$ cat config.mk
export PLATFORM = sky130hd
export DESIGN_NAME = call_argument_setup_scanner_core
export DESIGN_NICKNAME = d
export VERILOG_FILES = /design/src/rtl/csc_pkg.sv /design/src/rtl/call_argument_setup_scanner_core.sv /design/src/rtl/csc_decode.sv
export SDC_FILE = /design/constraint.sdc
export NUM_CORES = 1
export LEC_CHECK = 0
export BUFFER_PORTS_ARGS = -buffer_cell sky130_fd_sc_hd__buf_2
export CORE_MARGIN = 5
export CORE_UTILIZATION = 54
export DETAILED_ROUTE_END_ITERATION = 6
export PLACE_DENSITY = 0.76
export SETUP_SLACK_MARGIN = 0.3
export SYNTH_ARGS = -nofsm -noshare
export SYNTH_HDL_FRONTEND = slang
export SYNTH_SLANG_ARGS = --single-unit
$ cat constraint.sdc
create_clock -name clk -period 3.64 [get_ports clk]
set_clock_uncertainty 0.1 [all_clocks]
set_input_delay 0.182 -clock clk [delete_from_list [all_inputs] [get_ports clk]]
set_output_delay 0.182 -clock clk [all_outputs]
set_load 0.05 [all_outputs]
$ cat src/rtl/csc_pkg.sv
// Shared types and constants for the call argument-setup scanner.
// No dependencies; used by csc_decode and call_argument_setup_scanner_core.
package csc_pkg;

    localparam logic [7:0] REX_W       = 8'h48;
    localparam logic [7:0] REX_WR      = 8'h4C;
    localparam logic [7:0] OP_MOV      = 8'h8B;
    localparam logic [7:0] OP_LEA      = 8'h8D;
    localparam logic [7:0] OP_STORE    = 8'h89;
    localparam logic [7:0] OP_XOR      = 8'h33;
    localparam logic [7:0] OP_MOV_IMM  = 8'hC7;
    localparam logic [7:0] MODRM_DISP8 = 8'h44;
    localparam logic [7:0] MODRM_MASK  = 8'hC7;
    localparam logic [7:0] SIB_RSP     = 8'h24;
    localparam logic [7:0] CALL_OP     = 8'hE8;

    localparam logic [3:0] STACK_FIRST_IDX = 4'd5;
    localparam logic [3:0] REG_ARG_COUNT   = 4'd4;
    localparam logic [8:0] COUNT_MAX       = 9'd511;
    localparam logic [9:0] BUDGET_RESET    = 10'd256;
    localparam logic [3:0] FULL_VIEW       = 4'd8;

    // Register numbers, REX.R in bit 3
    localparam logic [3:0] REG_RCX = 4'd1;
    localparam logic [3:0] REG_RDX = 4'd2;
    localparam logic [3:0] REG_R8  = 4'd8;
    localparam logic [3:0] REG_R9  = 4'd9;

    typedef logic [7:0][7:0] view_t;

    typedef struct packed {
        logic       hit;
        logic [2:0] len_m1;
        logic [3:0] reg_bits;
        logic       stack_ok;
        logic [3:0] stack_idx;
    } dec_t;

    typedef enum logic [1:0] {
        S_IDLE,
        S_FLUSH,
        S_DONE
    } scan_state_t;

endpackage

$ cat src/rtl/call_argument_setup_scanner_core.sv
// Call argument-setup scanner: byte sequencer, lookahead shift line and
// scan state around the shared csc_decode unit. Depends on csc_pkg, csc_decode.
// Throughput: one byte per cycle for bytes not marked last.
// A last byte is followed by a flush through the shared decoder and then the result state,
// which waits while an earlier result is not yet taken; no byte is accepted until idle again.
// Reset (rst_n, async, active low) clears the scan state and sets the budget to 256.
module call_argument_setup_scanner_core
#(
    parameter int WINDOW_BYTES = 512
)
(
    input  logic       clk,
    input  logic       rst_n,
    input  logic       budget_we,
    input  logic [9:0] budget_wdata,
    input  logic       code_valid,
    output logic       code_ready,
    input  logic [7:0] code_byte,
    input  logic       last_byte,
    output logic       result_valid,
    input  logic       result_ready,
    output logic [3:0] reg_arg_mask,
    output logic [3:0] highest_stack_arg,
    output logic [8:0] patterns_matched,
    output logic [3:0] inferred_arg_count
);

    localparam int POS_W = $clog2(WINDOW_BYTES + 1);

    csc_pkg::scan_state_t state_reg, state_next;
    csc_pkg::view_t       win_reg, win_next;
    csc_pkg::view_t       view;
    csc_pkg::dec_t        dec;

    logic [POS_W-1:0] pos_reg, pos_next;
    logic [2:0]       skip_reg, skip_next;
    logic [3:0]       mask_reg, mask_next;
    logic [3:0]       stack_reg, stack_next;
    logic [8:0]       count_reg, count_next;
    logic             stopped_reg, stopped_next;
    logic [9:0]       budget_reg, budget_next;
    logic [2:0]       fcnt_reg, fcnt_next;
    logic [2:0]       fstart_reg, fstart_next;
    logic             rvalid_reg, rvalid_next;
    logic [3:0]       rmask_reg, rmask_next;
    logic [3:0]       rstack_reg, rstack_next;
    logic [8:0]       rcount_reg, rcount_next;
    logic [3:0]       rinfer_reg, rinfer_next;

    logic       in_fire;
    logic       in_window;
    logic       step_en;
    logic [3:0] avail;
    logic [2:0] pop;
    logic [3:0] pop_adj;

    csc_decode u_decode
    (
        .view  (view),
        .avail (avail),
        .dec   (dec)
    );

    assign code_ready         = (state_reg == csc_pkg::S_IDLE);
    assign in_fire            = code_valid && code_ready;
    assign in_window          = (pos_reg < POS_W'(WINDOW_BYTES));
    assign result_valid       = rvalid_reg;
    assign reg_arg_mask       = rmask_reg;
    assign highest_stack_arg  = rstack_reg;
    assign patterns_matched   = rcount_reg;
    assign inferred_arg_count = rinfer_reg;

    always_comb
    begin
        state_next   = state_reg;
        win_next     = win_reg;
        pos_next     = pos_reg;
        skip_next    = skip_reg;
        mask_next    = mask_reg;
        stack_next   = stack_reg;
        count_next   = count_reg;
        stopped_next = stopped_reg;
        budget_next  = budget_we ? budget_wdata : budget_reg;
        fcnt_next    = fcnt_reg;
        fstart_next  = fstart_reg;
        rvalid_next  = rvalid_reg && !result_ready;
        rmask_next   = rmask_reg;
        rstack_next  = rstack_reg;
        rcount_next  = rcount_reg;
        rinfer_next  = rinfer_reg;
        step_en      = 1'b0;
        view         = win_reg;
        avail        = csc_pkg::FULL_VIEW;

        pop = 3'(mask_reg[0]) + 3'(mask_reg[1]) + 3'(mask_reg[2]) + 3'(mask_reg[3]);
        pop_adj = {1'b0, pop};
        if (stack_reg >= csc_pkg::STACK_FIRST_IDX && pop_adj < csc_pkg::REG_ARG_COUNT)
        begin
            pop_adj = csc_pkg::REG_ARG_COUNT;
        end

        unique case (state_reg)
            csc_pkg::S_IDLE:
            begin
                view = {code_byte, win_reg[7:1]};
                if (in_fire)
                begin
                    if (in_window)
                    begin
                        win_next = {code_byte, win_reg[7:1]};
                        pos_next = pos_reg + POS_W'(1);
                        step_en  = !last_byte && (pos_reg >= POS_W'(7));
                    end
                    if (last_byte)
                    begin
                        state_next  = csc_pkg::S_FLUSH;
                        fcnt_next   = 3'd0;
                        fstart_next = (in_window && pos_reg < POS_W'(7)) ?
                                      (3'd7 - pos_reg[2:0]) : 3'd0;
                    end
                end
            end
            csc_pkg::S_FLUSH:
            begin
                avail     = csc_pkg::FULL_VIEW - {1'b0, fcnt_reg};
                step_en   = (fcnt_reg >= fstart_reg);
                win_next  = {csc_pkg::CALL_OP, win_reg[7:1]};
                fcnt_next = fcnt_reg + 3'd1;
                if (fcnt_reg == 3'd7)
                begin
                    state_next = csc_pkg::S_DONE;
                end
            end
            csc_pkg::S_DONE:
            begin
                if (!rvalid_reg || result_ready)
                begin
                    rvalid_next  = 1'b1;
                    rmask_next   = mask_reg;
                    rstack_next  = stack_reg;
                    rcount_next  = count_reg;
                    rinfer_next  = (pop_adj > stack_reg) ? pop_adj : stack_reg;
                    pos_next     = '0;
                    skip_next    = 3'd0;
                    mask_next    = 4'd0;
                    stack_next   = 4'd0;
                    count_next   = 9'd0;
                    stopped_next = 1'b0;
                    state_next   = csc_pkg::S_IDLE;
                end
            end
            default:
            begin
                state_next = csc_pkg::S_IDLE;
            end
        endcase

        // Apply one decision of the shared decoder
        if (step_en && !stopped_reg)
        begin
            priority if (skip_reg != 3'd0)
            begin
                skip_next = skip_reg - 3'd1;
            end
            else if (dec.hit)
            begin
                if (count_reg < csc_pkg::COUNT_MAX)
                begin
                    count_next = count_reg + 9'd1;
                end
                skip_next = dec.len_m1;
                mask_next = mask_reg | dec.reg_bits;
                if (dec.stack_ok && dec.stack_idx > stack_reg)
                begin
                    stack_next = dec.stack_idx;
                end
            end
            else if (budget_reg != 10'd0 && {1'b0, count_reg} >= budget_reg)
            begin
                stopped_next = 1'b1;
            end
            else
            begin
                stopped_next = 1'b0;
            end
        end
    end

    always_ff @(posedge clk or negedge rst_n)
    begin
        if (!rst_n)
        begin
            state_reg   <= csc_pkg::S_IDLE;
            pos_reg     <= '0;
            skip_reg    <= 3'd0;
            mask_reg    <= 4'd0;
            stack_reg   <= 4'd0;
            count_reg   <= 9'd0;
            stopped_reg <= 1'b0;
            budget_reg  <= csc_pkg::BUDGET_RESET;
            fcnt_reg    <= 3'd0;
            fstart_reg  <= 3'd0;
            rvalid_reg  <= 1'b0;
        end
        else
        begin
            state_reg   <= state_next;
            pos_reg     <= pos_next;
            skip_reg    <= skip_next;
            mask_reg    <= mask_next;
            stack_reg   <= stack_next;
            count_reg   <= count_next;
            stopped_reg <= stopped_next;
            budget_reg  <= budget_next;
            fcnt_reg    <= fcnt_next;
            fstart_reg  <= fstart_next;
            rvalid_reg  <= rvalid_next;
        end
    end

    always_ff @(posedge clk)
    begin
        win_reg    <= win_next;
        rmask_reg  <= rmask_next;
        rstack_reg <= rstack_next;
        rcount_reg <= rcount_next;
        rinfer_reg <= rinfer_next;
    end

    a_stop_holds: assert property (@(posedge clk) disable iff (!rst_n)
        stopped_reg && state_reg != csc_pkg::S_DONE |=> stopped_reg)
        else $error("scan stop flag dropped inside a window");

    a_skip_after_match: assert property (@(posedge clk) disable iff (!rst_n)
        skip_reg != 3'd0 |-> count_reg != 9'd0)
        else $error("skip pending without any matched pattern");

    a_stack_range: assert property (@(posedge clk) disable iff (!rst_n)
        stack_reg == 4'd0 || stack_reg >= csc_pkg::STACK_FIRST_IDX)
        else $error("stack high outside the stack argument range");

    a_pos_bound: assert property (@(posedge clk) disable iff (!rst_n)
        pos_reg <= POS_W'(WINDOW_BYTES))
        else $error("window position past the window size");

    a_result_from_done: assert property (@(posedge clk) disable iff (!rst_n)
        $rose(rvalid_reg) |-> $past(state_reg) == csc_pkg::S_DONE)
        else $error("result raised outside the result cycle");

endmodule

$ cat src/rtl/csc_decode.sv
// Pattern decoder: matches the four argument-setup forms at the front of an
// eight-byte view. Depends on csc_pkg.
module csc_decode
(
    input  csc_pkg::view_t view,
    input  logic [3:0]     avail,
    output csc_pkg::dec_t  dec
);

    logic       rex_ok;
    logic [3:0] reg_num;
    logic [3:0] reg_bits;
    logic [7:0] disp;
    logic       disp_ok;

    always_comb
    begin
        rex_ok  = (view[0] == csc_pkg::REX_W) || (view[0] == csc_pkg::REX_WR);
        reg_num = {view[0][2], view[2][5:3]};
        unique case (reg_num)
            csc_pkg::REG_RCX: reg_bits = 4'b0001;
            csc_pkg::REG_RDX: reg_bits = 4'b0010;
            csc_pkg::REG_R8:  reg_bits = 4'b0100;
            csc_pkg::REG_R9:  reg_bits = 4'b1000;
            default:          reg_bits = 4'b0000;
        endcase
        disp    = view[4];
        disp_ok = !disp[7] && (disp[2:0] == 3'd0) && (disp[6:3] >= csc_pkg::STACK_FIRST_IDX);

        dec           = '0;
        dec.stack_idx = disp[6:3];
        priority if (avail >= 4'd3 && rex_ok &&
                     (view[1] == csc_pkg::OP_MOV || view[1] == csc_pkg::OP_LEA))
        begin
            dec.hit      = 1'b1;
            dec.len_m1   = 3'd2;
            dec.reg_bits = reg_bits;
        end
        else if (avail >= 4'd5 && rex_ok && view[1] == csc_pkg::OP_STORE &&
                 (view[2] & csc_pkg::MODRM_MASK) == csc_pkg::MODRM_DISP8 &&
                 view[3] == csc_pkg::SIB_RSP)
        begin
            dec.hit      = 1'b1;
            dec.len_m1   = 3'd4;
            dec.stack_ok = disp_ok;
        end
        else if (avail == csc_pkg::FULL_VIEW && view[0] == csc_pkg::REX_W &&
                 view[1] == csc_pkg::OP_MOV_IMM && view[2] == csc_pkg::MODRM_DISP8 &&
                 view[3] == csc_pkg::SIB_RSP)
        begin
            dec.hit      = 1'b1;
            dec.len_m1   = 3'd7;
            dec.stack_ok = disp_ok;
        end
        else if (avail >= 4'd2 && rex_ok && view[1] == csc_pkg::OP_XOR)
        begin
            dec.hit      = 1'b1;
            dec.len_m1   = 3'd2;
            dec.reg_bits = reg_bits;
        end
        else
        begin
            dec.hit = 1'b0;
        end
    end

endmodule
==> run metrics <==
Startpoint Class=register; Commonest cells post-synth=edfxtp_1 (85), dfrtp_1 (49), nand2_1 (42); final setup fails=0; Final WS setup=0.5177 ns; synth top area cells=edfxtp_1 (40%), dfrtp_1 (19%), ha_1 (5.5%); clock power share=31.8%; synthesis-to-layout area growth=19.30%; First DRT Iteration DRCs=342; Max Clk Rate=320.3 MHz; combinational share of power=23.8%; Yosys top cell area share=40.05%; average size of a mapped cell=12.26 um2; synthesized area=6374 um2; clock transition at the registers of the reported paths=0.06 ns; IO buf count=46; main flop type after synthesis=edfxtp_1; synth unique cells=66; CTS Root Cell=clkbuf_16; num ports=47; Worst Path Max Fanout=5; Worst-Margin Slew=1.132 ns; routed vias/inst=5.927; initial antenna violation count=0; hold slack=0.05894 ns; PnR Total Power=5.881 mW; Hold/Removal Path Class=input port to register; EDFF count, synth=85; post-layout net count=648; Die Span Y=118.6 um; maximum clock path buffer count=2; top-count cell post-synth=edfxtp_1; post-synthesis sequential area ratio=59.70%; max_cap viols=0; Antenna Nets Post-Route=0; Min Clock Period, post-route=3.122 ns; status=finished clean; critical path class=register to register; DRC errors left=0; Rows=39; drt total wl=13740 um; Net Sw Frac=32.07%; Lkg Pwr=3.275 nW; syn_nets=573; Worst VDD drop=0.5910 mV; grt ovf=0; total CTS buffers=17; largest net degree at the start of global routing=65; clock latency on the worst-skew pair=0.42 ns; CTS tree=yes; die area=14080 um2; total number of vias=4451; CP required=3.68 ns; post-route setup TNS=0 ns; GRT Overall Usage=20.59%; Hold Vio Cnt, Final=0; fraction of registers with async set/reset=37.04%; RSZ-0062 raised after global routing=no; core footprint=11520 um2; Final Wtd Congestion=0.9754; fin crit share=85.78%; internal power=3.995 mW; crit path DAT=3.16 ns; routed len/inst=18.29 um; Syn Inst Count=520; Yosys top cell by area=edfxtp_1; switching pwr=1.886 mW; Final HPWL DP=9183 um; layout cells sized above 1=17.60%; PwrDens=773.5 nW/um2; global-route wire length before repair=22890 um; CP Capture Type=register; Largest register FFs=64; vias in the first global route=4537; pre-CTS setup slack=0.5207 ns; Initial Util=55.35%; clock sink total=135; Die W=118.6 um; H-tree levels=4; # diodes=0; Rel. slew slack=24.54%; Sequential Power Share=44.4%; DR pass1 iterations=5; Warnings, synthesis=0; #FFs+latches synth=135; final slew viol count=0
per-layer routing:
layer  track usage (%)  vias up  share of wire, %
li1                  -     2095                 -
met1             26.07     2182                43
met2             33.68      148                50
met3             5.349       26               5.7
met4             8.834        0               2.1
met5                 0        -                 0
kinds of logic after synthesis:
kind of cell | share of synthesized area (%)
buffers and inverters | 3.219
multiplexers | 2.787
flip-flops | 59.70
XOR/XNOR | 1.099
adder cells (fa/ha/maj) | 5.811
AND/OR/NAND/NOR | 16.22
AO/OA/AOI/OAI | 11.17
timing repair:
action                    4_1_cts  5_1_grt
hold endpoints to repair       67        0
buffers inserted                0        0
hold buffers                   19        0
gates resized for setup         0        0
worst max-delay path, stage by stage, from the launching register on:
cell and delay, ns:
dfrtp_1 0.41, fa_1 0.48, ha_1 0.19, ha_1 0.20
or3_1 0.40, ha_1 0.32, a21oi_1 0.06, a311oi_1 0.52
o21ai_0 0.16
worst paths after layout:
check                       startpoint               endpoint  slack (ns)  cells past startpoint
hold reg to reg            win_reg[50]            win_reg[42]        0.32                      0
setup reg to reg           mask_reg[0]  inferred_arg_count[1]        0.52                      8
setup / recovery           mask_reg[0]  inferred_arg_count[1]        0.52                      8
max in group asynchronous        rst_n             pos_reg[5]        2.28                      2
hold / removal               budget_we          budget_reg[8]        0.06                      3
min in group asynchronous        rst_n           count_reg[1]        0.46                      2
power groups by stage:
stage / Sequential [mW] / Combinational (mW) / Clock [mW]
2_1_floorplan: 2.50 / 1.03 / 0
3_3_place_gp: 2.59 / 1.30 / 0
3_5_place_dp: 2.62 / 1.36 / 0
4_1_cts: 2.60 / 1.39 / 1.90
5_1_grt: 2.66 / 1.55 / 1.98
6_report: 2.61 / 1.40 / 1.87
per-stage QoR:
step / area (um2) / util, % / std cells
final: 7604 / 66.03 / 751
after detailed placement: 6761 / 58.71 / 700
after floorplan: 6376 / - / 520
after global routing: 7604 / 66.03 / 751
after global placement: 6761 / 58.71 / 700
after CTS: 7604 / 66.03 / 751
layout by cell type, fill, tap and decap left out, types with 12 or more instances in the layout:
| master | count |
|---|---|
| edfxtp_1 | 85 |
| dfrtp_1 | 49 |
| buf_2 | 46 |
| nand2_1 | 42 |
| inv_1 | 29 |
| o21ai_0 | 28 |
| ha_1 | 28 |
| nor2_1 | 27 |
| dlygate4sd3_1 | 19 |
| clkbuf_16 | 17 |
| nand2b_1 | 16 |
| nand3_1 | 16 |
| mux2i_1 | 14 |
| nand4_1 | 14 |
| a21oi_1 | 12 |
area by class of cell:
cell class | instances | area, um2
Clock buffer | 18 | 429.2
Multi-Input combinational cell | 337 | 2371
Timing Repair Buffer | 73 | 480.5
Sequential cell | 135 | 3805
Tap cell | 143 | 178.9
Clock inverter | 14 | 222.7
Inverter | 31 | 116.4
Fill cell | 803 | 3913
No activity file was read; power rests on OpenSTA's default activity.
